### config.mk
export PLATFORM = sky130hd
export DESIGN_NAME = key_event_scancode_sequencer
export DESIGN_NICKNAME = d
export VERILOG_FILES = /design/src/rtl/kess_pkg.sv /design/src/rtl/kess_front.sv /design/src/rtl/kess_queue.sv /design/src/rtl/kess_back.sv /design/src/rtl/key_event_scancode_sequencer.sv
export SDC_FILE = /design/constraint.sdc
export NUM_CORES = 1
export LEC_CHECK = 0
export BUFFER_PORTS_ARGS = -buffer_cell sky130_fd_sc_hd__buf_2
export CAP_MARGIN = 20
export CORE_ASPECT_RATIO = 2
export CORE_MARGIN = 2
export CORE_UTILIZATION = 52
export DETAILED_ROUTE_END_ITERATION = 10
export GPL_TIMING_DRIVEN = 0
export PLACE_DENSITY = 0.85
export SETUP_SLACK_MARGIN = 0.3
export SYNTH_ARGS = -nofsm -noshare
export SYNTH_HDL_FRONTEND = slang
export SYNTH_SLANG_ARGS = --single-unit
### constraint.sdc
create_clock -name clk -period 2.7 [get_ports clk]
set_input_delay 0.27 -clock clk [delete_from_list [all_inputs] [get_ports clk]]
set_output_delay 0.27 -clock clk [all_outputs]
set_load 0.01 [all_outputs]
### src/rtl/kess_pkg.sv
// shared types, constants and scan code lookup for the key event sequencer
// no dependencies
package kess_pkg;

    localparam int KEY_W     = 16;
    localparam int MOD_W     = 9;
    localparam int NUM_SLOTS = 12;
    localparam int SLOT_W    = 4;

    // modifier flag bit positions
    localparam int MOD_SHIFT = 0;
    localparam int MOD_CTRL  = 1;
    localparam int MOD_ALT   = 2;
    localparam int MOD_SUPER = 3;
    localparam int MOD_HYPER = 4;
    localparam int MOD_META  = 5;
    localparam int MOD_FAKE  = 6;
    localparam int MOD_UP    = 7;
    localparam int MOD_DOWN  = 8;

    // high-byte prefixes that imply a modifier
    localparam logic [7:0] PFX_CTRL  = 8'h1d;
    localparam logic [7:0] PFX_SHIFT = 8'h2a;
    localparam logic [7:0] PFX_ALT   = 8'h38;
    localparam logic [7:0] PFX_SUPER = 8'h5b;

    // special keys and rewrites
    localparam logic [KEY_W-1:0] KEY_SYSRQ     = 16'he037;
    localparam logic [KEY_W-1:0] KEY_PAUSE     = 16'he11d;
    localparam logic [KEY_W-1:0] KEY_ALT_SYSRQ = 16'h0054;
    localparam logic [KEY_W-1:0] KEY_CTRL_BRK  = 16'he046;

    // modifier scan codes
    localparam logic [KEY_W-1:0] SC_SUPER = 16'he05b;
    localparam logic [KEY_W-1:0] SC_CTRL  = 16'h001d;
    localparam logic [KEY_W-1:0] SC_ALT   = 16'h0038;
    localparam logic [KEY_W-1:0] SC_SHIFT = 16'h002a;
    localparam logic [KEY_W-1:0] SC_FAKE  = 16'he02a;

    // emission slots in output order
    localparam logic [SLOT_W-1:0] SL_P_SUPER = 4'd0;
    localparam logic [SLOT_W-1:0] SL_P_CTRL  = 4'd1;
    localparam logic [SLOT_W-1:0] SL_P_ALT   = 4'd2;
    localparam logic [SLOT_W-1:0] SL_P_SHIFT = 4'd3;
    localparam logic [SLOT_W-1:0] SL_P_FAKE  = 4'd4;
    localparam logic [SLOT_W-1:0] SL_P_KEY   = 4'd5;
    localparam logic [SLOT_W-1:0] SL_R_KEY   = 4'd6;
    localparam logic [SLOT_W-1:0] SL_R_FAKE  = 4'd7;
    localparam logic [SLOT_W-1:0] SL_R_SHIFT = 4'd8;
    localparam logic [SLOT_W-1:0] SL_R_ALT   = 4'd9;
    localparam logic [SLOT_W-1:0] SL_R_CTRL  = 4'd10;
    localparam logic [SLOT_W-1:0] SL_R_SUPER = 4'd11;

    localparam int NUM_PRESS = 6;

    typedef logic [NUM_SLOTS-1:0] slot_mask_t;

    typedef struct packed {
        logic [KEY_W-1:0] code;
        slot_mask_t       mask;
    } desc_t;

    function automatic logic [KEY_W-1:0] slot_code(input logic [SLOT_W-1:0] slot,
                                                   input logic [KEY_W-1:0] key);
        logic [KEY_W-1:0] sc;
        case (slot)
            SL_P_SUPER, SL_R_SUPER: sc = SC_SUPER;
            SL_P_CTRL,  SL_R_CTRL:  sc = SC_CTRL;
            SL_P_ALT,   SL_R_ALT:   sc = SC_ALT;
            SL_P_SHIFT, SL_R_SHIFT: sc = SC_SHIFT;
            SL_P_FAKE,  SL_R_FAKE:  sc = SC_FAKE;
            SL_P_KEY,   SL_R_KEY:   sc = key;
            default:                sc = '0;
        endcase
        return sc;
    endfunction

endpackage

### src/rtl/kess_front.sv
// front end: accepts key event beats, applies modifier rules, builds slot mask
// depends on kess_pkg
module kess_front (
    input  logic                   s_axis_tvalid,
    output logic                   s_axis_tready,
    input  logic [31:0]            s_axis_tdata,
    input  logic                   auto_release,
    output logic                   push_valid,
    input  logic                   push_ready,
    output kess_pkg::desc_t        push_desc
);

    logic [kess_pkg::KEY_W-1:0] code;
    logic [kess_pkg::MOD_W-1:0] mods;
    logic                       press_en;
    logic                       rel_en;
    logic                       sup;
    logic                       has_key;
    kess_pkg::slot_mask_t       mask;

    always_comb
    begin
        code = s_axis_tdata[kess_pkg::KEY_W-1:0];
        mods = s_axis_tdata[kess_pkg::KEY_W +: kess_pkg::MOD_W];

        case (code[15:8])
            kess_pkg::PFX_CTRL:  mods[kess_pkg::MOD_CTRL]  = 1'b1;
            kess_pkg::PFX_SHIFT: mods[kess_pkg::MOD_SHIFT] = 1'b1;
            kess_pkg::PFX_ALT:   mods[kess_pkg::MOD_ALT]   = 1'b1;
            kess_pkg::PFX_SUPER: mods[kess_pkg::MOD_SUPER] = 1'b1;
            default: ;
        endcase

        if (code == kess_pkg::KEY_SYSRQ)
        begin
            if (mods[kess_pkg::MOD_SHIFT] || mods[kess_pkg::MOD_CTRL])
            begin
                mods[kess_pkg::MOD_SHIFT] = 1'b0;
                mods[kess_pkg::MOD_CTRL]  = 1'b0;
            end
            else if (mods[kess_pkg::MOD_ALT])
            begin
                mods[kess_pkg::MOD_ALT] = 1'b0;
                code = kess_pkg::KEY_ALT_SYSRQ;
            end
            else
            begin
                mods[kess_pkg::MOD_FAKE] = 1'b1;
            end
        end
        else if (code == kess_pkg::KEY_PAUSE)
        begin
            if (mods[kess_pkg::MOD_CTRL])
            begin
                mods[kess_pkg::MOD_CTRL] = 1'b0;
                code = kess_pkg::KEY_CTRL_BRK;
            end
        end

        press_en = !(mods[kess_pkg::MOD_UP] && !mods[kess_pkg::MOD_DOWN]);
        rel_en   = auto_release || mods[kess_pkg::MOD_UP];
        sup      = mods[kess_pkg::MOD_SUPER] || mods[kess_pkg::MOD_HYPER]
                   || mods[kess_pkg::MOD_META];
        has_key  = (code != '0);

        mask = '0;
        mask[kess_pkg::SL_P_SUPER] = press_en && sup;
        mask[kess_pkg::SL_P_CTRL]  = press_en && mods[kess_pkg::MOD_CTRL];
        mask[kess_pkg::SL_P_ALT]   = press_en && mods[kess_pkg::MOD_ALT];
        mask[kess_pkg::SL_P_SHIFT] = press_en && mods[kess_pkg::MOD_SHIFT];
        mask[kess_pkg::SL_P_FAKE]  = press_en && mods[kess_pkg::MOD_FAKE];
        mask[kess_pkg::SL_P_KEY]   = press_en && has_key;
        mask[kess_pkg::SL_R_KEY]   = rel_en && has_key;
        mask[kess_pkg::SL_R_FAKE]  = rel_en && mods[kess_pkg::MOD_FAKE];
        mask[kess_pkg::SL_R_SHIFT] = rel_en && mods[kess_pkg::MOD_SHIFT];
        mask[kess_pkg::SL_R_ALT]   = rel_en && mods[kess_pkg::MOD_ALT];
        mask[kess_pkg::SL_R_CTRL]  = rel_en && mods[kess_pkg::MOD_CTRL];
        mask[kess_pkg::SL_R_SUPER] = rel_en && sup;
    end

    // events with nothing to emit are dropped here
    assign s_axis_tready  = push_ready;
    assign push_valid     = s_axis_tvalid && (mask != '0);
    assign push_desc.code = code;
    assign push_desc.mask = mask;

endmodule

### src/rtl/kess_queue.sv
// short descriptor queue between the front and back ends
// depends on kess_pkg
module kess_queue #(
    parameter int DEPTH = 2
) (
    input  logic            clk,
    input  logic            rst_n,
    input  logic            push_valid,
    output logic            push_ready,
    input  kess_pkg::desc_t push_desc,
    output logic            pop_valid,
    input  logic            pop,
    output kess_pkg::desc_t pop_desc
);

    localparam int PW = (DEPTH > 1) ? $clog2(DEPTH) : 1;
    localparam int CW = $clog2(DEPTH + 1);

    kess_pkg::desc_t entry_reg [DEPTH];
    logic [PW-1:0]   wr_ptr_reg, wr_ptr_next;
    logic [PW-1:0]   rd_ptr_reg, rd_ptr_next;
    logic [CW-1:0]   count_reg,  count_next;
    logic            do_push;
    logic            do_pop;

    assign push_ready = (count_reg != CW'(DEPTH));
    assign pop_valid  = (count_reg != '0);
    assign pop_desc   = entry_reg[rd_ptr_reg];
    assign do_push    = push_valid && push_ready;
    assign do_pop     = pop && pop_valid;

    always_comb
    begin
        wr_ptr_next = wr_ptr_reg;
        rd_ptr_next = rd_ptr_reg;
        count_next  = count_reg;
        if (do_push)
        begin
            wr_ptr_next = (wr_ptr_reg == PW'(DEPTH - 1)) ? '0 : wr_ptr_reg + 1'b1;
        end
        if (do_pop)
        begin
            rd_ptr_next = (rd_ptr_reg == PW'(DEPTH - 1)) ? '0 : rd_ptr_reg + 1'b1;
        end
        if (do_push && !do_pop)
        begin
            count_next = count_reg + 1'b1;
        end
        else if (do_pop && !do_push)
        begin
            count_next = count_reg - 1'b1;
        end
    end

    always_ff @(posedge clk or negedge rst_n)
    begin
        if (!rst_n)
        begin
            wr_ptr_reg <= '0;
            rd_ptr_reg <= '0;
            count_reg  <= '0;
        end
        else
        begin
            wr_ptr_reg <= wr_ptr_next;
            rd_ptr_reg <= rd_ptr_next;
            count_reg  <= count_next;
        end
    end

    always_ff @(posedge clk)
    begin
        if (do_push)
        begin
            entry_reg[wr_ptr_reg] <= push_desc;
        end
    end

endmodule

### src/rtl/kess_back.sv
// back end: walks a descriptor's slot mask and emits one scan code beat per cycle unless the output stalls
// depends on kess_pkg
module kess_back (
    input  logic                       clk,
    input  logic                       rst_n,
    input  logic                       pop_valid,
    output logic                       pop,
    input  kess_pkg::desc_t            pop_desc,
    output logic                       m_axis_tvalid,
    input  logic                       m_axis_tready,
    output logic [kess_pkg::KEY_W-1:0] m_axis_tdata,
    output logic                       m_axis_tuser,
    output logic                       m_axis_tlast
);

    kess_pkg::slot_mask_t       mask_reg, mask_next;
    logic [kess_pkg::KEY_W-1:0] key_reg,  key_next;
    logic                       out_valid_reg, out_valid_next;
    logic [kess_pkg::KEY_W-1:0] out_code_reg;
    logic                       out_press_reg;
    logic                       out_last_reg;

    kess_pkg::slot_mask_t       pick;
    kess_pkg::slot_mask_t       remain;
    kess_pkg::slot_mask_t       mask_after;
    logic [kess_pkg::KEY_W-1:0] pick_code;
    logic                       advance;
    logic                       emit;

    always_comb
    begin
        pick      = mask_reg & (~mask_reg + 1'b1);
        remain    = mask_reg & ~pick;
        pick_code = '0;
        for (int i = 0; i < kess_pkg::NUM_SLOTS; i++)
        begin
            pick_code = pick_code | ({kess_pkg::KEY_W{pick[i]}}
                        & kess_pkg::slot_code(kess_pkg::SLOT_W'(i), key_reg));
        end
    end

    assign advance    = !out_valid_reg || m_axis_tready;
    assign emit       = advance && (mask_reg != '0);
    assign mask_after = emit ? remain : mask_reg;
    // load the next run as the current one hands out its final beat, or when none is loaded
    assign pop        = pop_valid && (mask_after == '0);

    always_comb
    begin
        mask_next      = mask_after;
        key_next       = key_reg;
        out_valid_next = out_valid_reg && !m_axis_tready;
        if (pop)
        begin
            mask_next = pop_desc.mask;
            key_next  = pop_desc.code;
        end
        if (emit)
        begin
            out_valid_next = 1'b1;
        end
    end

    always_ff @(posedge clk or negedge rst_n)
    begin
        if (!rst_n)
        begin
            mask_reg      <= '0;
            out_valid_reg <= 1'b0;
        end
        else
        begin
            mask_reg      <= mask_next;
            out_valid_reg <= out_valid_next;
        end
    end

    always_ff @(posedge clk)
    begin
        key_reg <= key_next;
        if (emit)
        begin
            out_code_reg  <= pick_code;
            out_press_reg <= |pick[kess_pkg::NUM_PRESS-1:0];
            out_last_reg  <= (remain == '0);
        end
    end

    assign m_axis_tvalid = out_valid_reg;
    assign m_axis_tdata  = out_code_reg;
    assign m_axis_tuser  = out_press_reg;
    assign m_axis_tlast  = out_last_reg;

endmodule

### src/rtl/key_event_scancode_sequencer.sv
// path: descriptor queue, back end slot mask register, then the output registers
// throughput: one scan code beat per cycle unless the output stalls; a run of 0 to 12
// beats per key event, runs back to back while queued; the back end's walk sets it
// input is taken while the descriptor queue has room (QUEUE_DEPTH entries)
// reset: asynchronous, active low; clears queue and output, auto_release returns to 1
// depends on kess_pkg, kess_front, kess_queue, kess_back
module key_event_scancode_sequencer #(
    parameter int QUEUE_DEPTH = 2
) (
    input  logic        clk,
    input  logic        rst_n,
    input  logic        cfg_wen,
    input  logic        cfg_wdata,      // auto_release
    input  logic        s_axis_tvalid,
    output logic        s_axis_tready,
    input  logic [31:0] s_axis_tdata,   // key_code[15:0], modifier_flags[24:16], zero pad
    output logic        m_axis_tvalid,
    input  logic        m_axis_tready,
    output logic [15:0] m_axis_tdata,   // scan_code[15:0]
    output logic        m_axis_tuser,   // is_press
    output logic        m_axis_tlast    // last
);

    logic            auto_release_reg;
    logic            push_valid;
    logic            push_ready;
    kess_pkg::desc_t push_desc;
    logic            pop_valid;
    logic            pop;
    kess_pkg::desc_t pop_desc;

    always_ff @(posedge clk or negedge rst_n)
    begin
        if (!rst_n)
        begin
            auto_release_reg <= 1'b1;
        end
        else if (cfg_wen)
        begin
            auto_release_reg <= cfg_wdata;
        end
    end

    kess_front u_front (
        .s_axis_tvalid (s_axis_tvalid),
        .s_axis_tready (s_axis_tready),
        .s_axis_tdata  (s_axis_tdata),
        .auto_release  (auto_release_reg),
        .push_valid    (push_valid),
        .push_ready    (push_ready),
        .push_desc     (push_desc)
    );

    kess_queue #(
        .DEPTH (QUEUE_DEPTH)
    ) u_queue (
        .clk        (clk),
        .rst_n      (rst_n),
        .push_valid (push_valid),
        .push_ready (push_ready),
        .push_desc  (push_desc),
        .pop_valid  (pop_valid),
        .pop        (pop),
        .pop_desc   (pop_desc)
    );

    kess_back u_back (
        .clk           (clk),
        .rst_n         (rst_n),
        .pop_valid     (pop_valid),
        .pop           (pop),
        .pop_desc      (pop_desc),
        .m_axis_tvalid (m_axis_tvalid),
        .m_axis_tready (m_axis_tready),
        .m_axis_tdata  (m_axis_tdata),
        .m_axis_tuser  (m_axis_tuser),
        .m_axis_tlast  (m_axis_tlast)
    );

endmodule

==> results.yml, run 1 <==
grt:
  busiest_layer: "met2"
  grt_overflow: 0
  met3_usage_pct: 4.07
  grt_max_degree: 19
  grt_pass1_wl_um: 17500
  track_usage_pct: 23.5
  grt_pass1_vias: 3448
  antenna_found_initial: 0
  met2_usage_pct: 43.0
  grt_use_met1_pct: 23.1
timing:
  finClkSkew_ps: 6.76
  setup_viol: 2
  worst_slew_pin_slew_ps: 821
  timing.final.crit_share_pct: 101
  fmax_mhz: 366
  timing.final.ws_setup_ps: -34.2
  relSlewSlack_pct: 45.3
  drv_slew: 0
  fin_crit_ps: 2730
  hold_viol_final: 0
  rsz0062_at_grt: "true"
synthesis:
  yosys_warnings: 0
  yosys.area.top_type: "edfxtp_1"
  yosys-top-cells-area: "edfxtp_1, dfrtp_1, mux2_2, mux2i_1, o21ai_0"
  synth_area_um2: 4720
  avgSynthCellArea_um2: 13.6
  synth_edf_count: 90
  yosysSeqAreaShare_pct: 66.9
  synth_cell_type_count: 52
  synth-seq-cells: 108
  ys.flop_type: "edfxtp_1"
  synth_top_area_share_pct: 57.3
  syn_inst: 348
  synth_async_sr_flop_share_pct: 16.7
  synthesis.nets: 387
pwr:
  p_leak_nw: 2.50
  ir_drop_uv: 710
  switchingPower_mw: 2.89
  powerDensity_nw_per_um2: 1270
  clkPwrFrac_pct: 16.6
  seq_power_share_pct: 34.2
  switching_share_pct: 35.6
  pwr-share-comb_pct: 49.2
  power.internal_mw: 5.23
status:
  violations: "negative setup slack"
  status: "finished with violations"
placement:
  gp_congestion: 0.958
  io_buffer_count: 50
  dpl_cell_area_um2: 5200
  hpwl_um: 6920
  dp_slack_ps: -762
final_layout:
  finalInstanceArea_um2: 6400
  utilization_pct: 72.0
  num-nets-final: 508
  layout-drive-gt1-share_pct: 41.1
  syn_to_final_growth_pct: 35.7
  final-seq-area_um2: 3160
  multi_input_area_um2: 1730
  layout_commonest_cell: "edfxtp_1"
  n_antenna_cell: 0
  largest_reg_flops: 56
  n_fill_cell: 509
  final_cell_mix: "edfxtp_1, buf_2, buf_4"
routing:
  avgViaCountPerCell: 6.09
  drc_errors: 0
  routedWlPerCell_um: 21.1
  ant_nets: 0
  drt_pre_antenna_iters: 5
  vias: 3509
  routed_wl_um: 12100
  drt_iter0_markers: 381
clock_network:
  cts_max_path_buffers: 2
  cts_tree: "done"
  cts_max_level: 3
  cts-root-buf: "clkbuf_16"
  path_clk_slew_ps: 70
  insertion_delay_ps: 350
  cts_buffers: 9
  cts_sinks: 108
worst_setup_path:
  slowest_stage: "dfrtp_2"
  crit_path_start_kind: "register"
  path_class: "reg -> reg"
  crit_buf_inv: 8
  slowest_delay_ps: 480
  end_kind: "register"
  crit_required_ps: 2910
  crit_chain: "or3_4, clkbuf_16, nor3_4, mux2i_1, a31oi_2, buf_4, buf_4, buf_4, buf_4, buf_4, buf_4, buf_4, nand2_1, o21ai_2"
  reg2reg_slack_ps: -30
  crit_arrival_ps: 2950
  critical-path-top-delay-family: "buffers and inverters"
  cp_common_cell: "buf_4"
  critPathMaxFanout: 6
floorplanning:
  dieWidth_um: 71.4
  io_pins: 58
  start_util_pct: 53.1
  core_um2: 8890
  die_y_um: 139
  die-area_um2: 9900
  rows: 49
flow_run:
  cap_violations: 0
worst_hold_path:
  hp-class: "in -> reg"
==> synthesized netlist by cell type, drive strengths merged, types with 2 or more instances <==
cell	n
a21o	5
a21oi	12
a22oi	2
a31oi	2
a41o	2
a41oi	3
and2	13
buf	2
clkbuf	19
dfrtp	17
edfxtp	90
inv	7
maj3	2
mux2	17
mux2i	13
nand2	15
nand2b	3
nand3	4
nand4b	2
nor2	27
nor2b	6
nor3	12
nor4	7
o21ai	22
o22ai	2
o31a	3
o41ai	3
or2	3
or3	7
or4	2
or4bb	2
xnor2	3
xor2	3
==> logic make-up after synthesis <==
logic type / Yosys count / share of synthesized area, %
flip-flops: 108 / 66.9
buffers and inverters: 28 / 2.28
adder cells (fa/ha/maj): 3 / 0.689
AND/OR/NAND/NOR: 108 / 12.8
AO/OA/AOI/OAI: 65 / 9.41
multiplexers: 30 / 6.81
XOR/XNOR: 6 / 1.11
==> worst paths after layout <==
kind / from / to / cells past startpoint
setup / recovery: u_back.mask_reg[4]$_DFF_PN0_ / u_back.mask_reg[3]$_DFF_PN0_ / 14
hold / removal: cfg_wdata / auto_release_reg$_DFFE_PN1P_ / 2
hold reg to reg: u_queue.count_reg[1]$_DFFE_PN0P_ / u_queue.count_reg[1]$_DFFE_PN0P_ / 1
setup reg to reg: u_back.mask_reg[4]$_DFF_PN0_ / u_back.mask_reg[3]$_DFF_PN0_ / 14
max in group asynchronous: rst_n / auto_release_reg$_DFFE_PN1P_ / 2
min in group asynchronous: rst_n / u_queue.wr_ptr_reg$_DFFE_PN0P_ / 2
==> worst register-to-register path, stage by stage, from the launching register on <==
cell and delay, ps:
dfrtp_2 480, or3_4 420, clkbuf_16 180, nor3_4 130, mux2i_1 250, a31oi_2 150, buf_4 160, buf_4 120
buf_4 120, buf_4 120, buf_4 120, buf_4 120, buf_4 130, nand2_1 60, o21ai_2 50
==> power by group through the flow <==
stage	clock (mW)	sequential [mW]	combinational, mW
2_1_floorplan	0	2.78	1.75
3_3_place_gp	0	2.74	2.40
3_5_place_dp	0	2.77	2.46
4_1_cts	1.35	2.75	3.33
5_1_grt	1.43	2.82	4.21
6_report	1.35	2.78	3.99
==> layout make-up <==
cell class | count | area share [%]
Buffer | 21 | 2.54
Clock buffer | 11 | 3.79
Clock inverter | 5 | 1.04
Inverter | 7 | 0.528
Multi-Input combinational cell | 216 | 27.0
Sequential cell | 108 | 49.3
Tap cell | 102 | 1.99
Timing Repair Buffer | 106 | 13.8
==> layer usage <==
metal  wire length, um  vias up
li1                  -     1570
met1              3910     1684
met2              6700      182
met3               551       73
met4               983        0
met5                 0        -
==> repair_timing <==
item / CTS / global route
pin swaps: 11 / 21
setup buffers: 33 / 16
gates resized for setup: 40 / 40
hold buffers: 1 / 0
endpoints found under the hold margin: 17 / 0
endpoints found under the setup margin: 83 / 109
cloned: 5 / 5
==> per-stage QoR <==
step                      hold WS [ps]  instances  total power [mW]  setup TNS (ps)
after floorplan                  -25.6        348              4.54          -11480
after global placement             209        500              5.14          -39620
after detailed placement           217        500              5.23          -42590
after CTS                          159        555              7.43               0
after global routing               160        576              8.46            -672
final                              159        576              8.12           -52.6
Power figures use the tool's default switching activity.
==> run 2: changes to the inputs <==
==> constraint.sdc (replaced) <==
create_clock -name clk -period 2.7 [get_ports clk]
set_input_delay 0.27 -clock clk [delete_from_list [all_inputs] [get_ports clk]]
set_output_delay 0.27 -clock clk [all_outputs]
set_load 0.1 [all_outputs]
==> results.yml, run 2 (synthesis results as in run 1) <==
worst_setup_path:
  reg2reg_slack_ps: -10
  cp-endpoint: "u_back.key_reg[8]$_DFFE_PP_"
  crit_path_start_kind: "register"
  crit_start: "u_back.mask_reg[2]$_DFF_PN0_"
  crit_required_ps: 2770
  path_class: "reg -> reg"
  r2r_end: "u_back.key_reg[8]$_DFFE_PP_"
  end_kind: "register"
  critPathMaxFanout: 15
  r2r_start: "u_back.mask_reg[2]$_DFF_PN0_"
  crit_arrival_ps: 2780
  r2r_cells: 11
final_layout:
  num-nets-final: 487
  layout-drive-gt1-share_pct: 36.4
  utilization_pct: 68.3
  syn_to_final_growth_pct: 28.7
  finalInstanceArea_um2: 6070
  final_cell_mix: "edfxtp_1, buf_2, nor2_1"
  largest_reg_flops: 56
  layout_commonest_cell: "edfxtp_1"
  n_antenna_cell: 0
status:
  violations: "negative setup slack"
  status: "finished with violations"
clock_network:
  cts-root-buf: "clkbuf_16"
  cts_buffers: 9
  path_clk_slew_ps: 80
  cts_max_path_buffers: 2
  insertion_delay_ps: 360
  cts_tree: "done"
  cts_sinks: 108
  cts_max_level: 3
grt:
  grt_max_degree: 23
  antenna_found_initial: 0
  grt_overflow: 0
  grt_pass1_vias: 3306
  track_usage_pct: 23.1
  grt_pass1_wl_um: 16900
timing:
  tns_ps: -129
  finClkSkew_ps: 10.6
  relSlewSlack_pct: 53.0
  timing.final.ws_setup_ps: -11.5
  worst_slew_pin_slew_ps: 705
  hold_viol_final: 0
  fin_crit_ps: 2710
  setup_viol: 15
  fmax_mhz: 369
  timing.final.crit_share_pct: 100
  rsz0062_at_grt: "true"
  drv_slew: 0
floorplanning:
  io_pins: 58
  dieWidth_um: 71.4
  die_y_um: 139
  core_um2: 8890
  die-area_um2: 9900
  rows: 49
  start_util_pct: 53.1
routing:
  routedWlPerCell_um: 19.6
  drt_iter0_markers: 248
  avgViaCountPerCell: 5.85
  routed_wl_um: 10900
  ant_nets: 0
  vias: 3244
  drt_pre_antenna_iters: 5
  drc_errors: 0
placement:
  gp_congestion: 0.887
  hpwl_um: 7060
  io_buffer_count: 50
  dpl_cell_area_um2: 5160
worst_hold_path:
  hp-class: "in -> reg"
pwr:
  p_leak_nw: 2.34
  ir_drop_uv: 748
  powerDensity_nw_per_um2: 1380
flow_run:
  cap_violations: 0
## run 2: changes by cell type in the layout (fill, tap and decap cells not counted), moves of 4 or more
cell / delta
buf_8: +4
buf_4: -12
buf_6: -6
clkbuf_16: -5
o21ai_1: +5
## run 2: layout make-up
class                           count  area [um^2]
Fill cell                         587         2820
Timing Repair Buffer               85          624
Multi-Input combinational cell    216         1660
Sequential cell                   108         3160
Clock buffer                        9          225
Tap cell                          102          128
Inverter                            7         33.8
Buffer                             21          153
Clock inverter                      7         83.8
## run 2: worst max-delay path, stage by stage, from the launching register on
cell and delay, ps:
dfrtp_1 380, clkbuf_8 150, buf_4 160, nor4_1 330, nor2_1 100, a2111o_1 430, a21oi_2 240, nand3_4 110
buf_8 150, buf_12 120, clkinvlp_4 90, buf_12 150
## run 2: timing repair
item                                   4_1_cts  5_1_grt
hold buffers                                 1        0
pin swaps                                   15       11
resized for setup                           52       21
setup buffers                               21       13
setup endpoints to repair                  105      106
endpoints found under the hold margin       17        0
cloned                                       4        0
## run 2: per-stage QoR
step / total power [mW] / setup slack, ps / hold WS [ps] / instances
2_1_floorplan: 5.32 / -238 / -25.6 / 348
5_1_grt: 8.74 / -125 / 159 / 555
4_1_cts: 8.07 / -14.3 / 150 / 542
3_5_place_dp: 6.02 / -769 / 220 / 500
3_3_place_gp: 5.92 / -707 / 217 / 500
6_report: 8.39 / -11.5 / 151 / 555
## run 2: power by group
part	switching, mW	total (mW)	internal, mW
Sequential	0.231	2.76	2.53
Combinational	2.68	4.28	1.60
Clock	0.679	1.35	0.673
Total	3.59	8.39	4.80
## run 2: metal layers
layer  GRT usage [%]  wire, um  part of all wire (%)
met3            3.63       382                   3.5
met5               0         0                     0
met4            16.4       693                   6.4
met1            22.4      3650                    34
met2            42.2      6160                    57
## run 2: how the worst min path moves through the flow
stage	from	end	slack (ps)	cells after the start
2_1_floorplan	rst_n	u_back.mask_reg[0]$_DFF_PN0_	-30	0
3_5_place_dp	rst_n	u_queue.wr_ptr_reg$_DFFE_PN0P_	220	1
5_1_grt	cfg_wdata	auto_release_reg$_DFFE_PN1P_	160	2
4_1_cts	cfg_wdata	auto_release_reg$_DFFE_PN1P_	150	2
3_3_place_gp	rst_n	u_queue.wr_ptr_reg$_DFFE_PN0P_	220	1
6_report	cfg_wdata	auto_release_reg$_DFFE_PN1P_	150	2
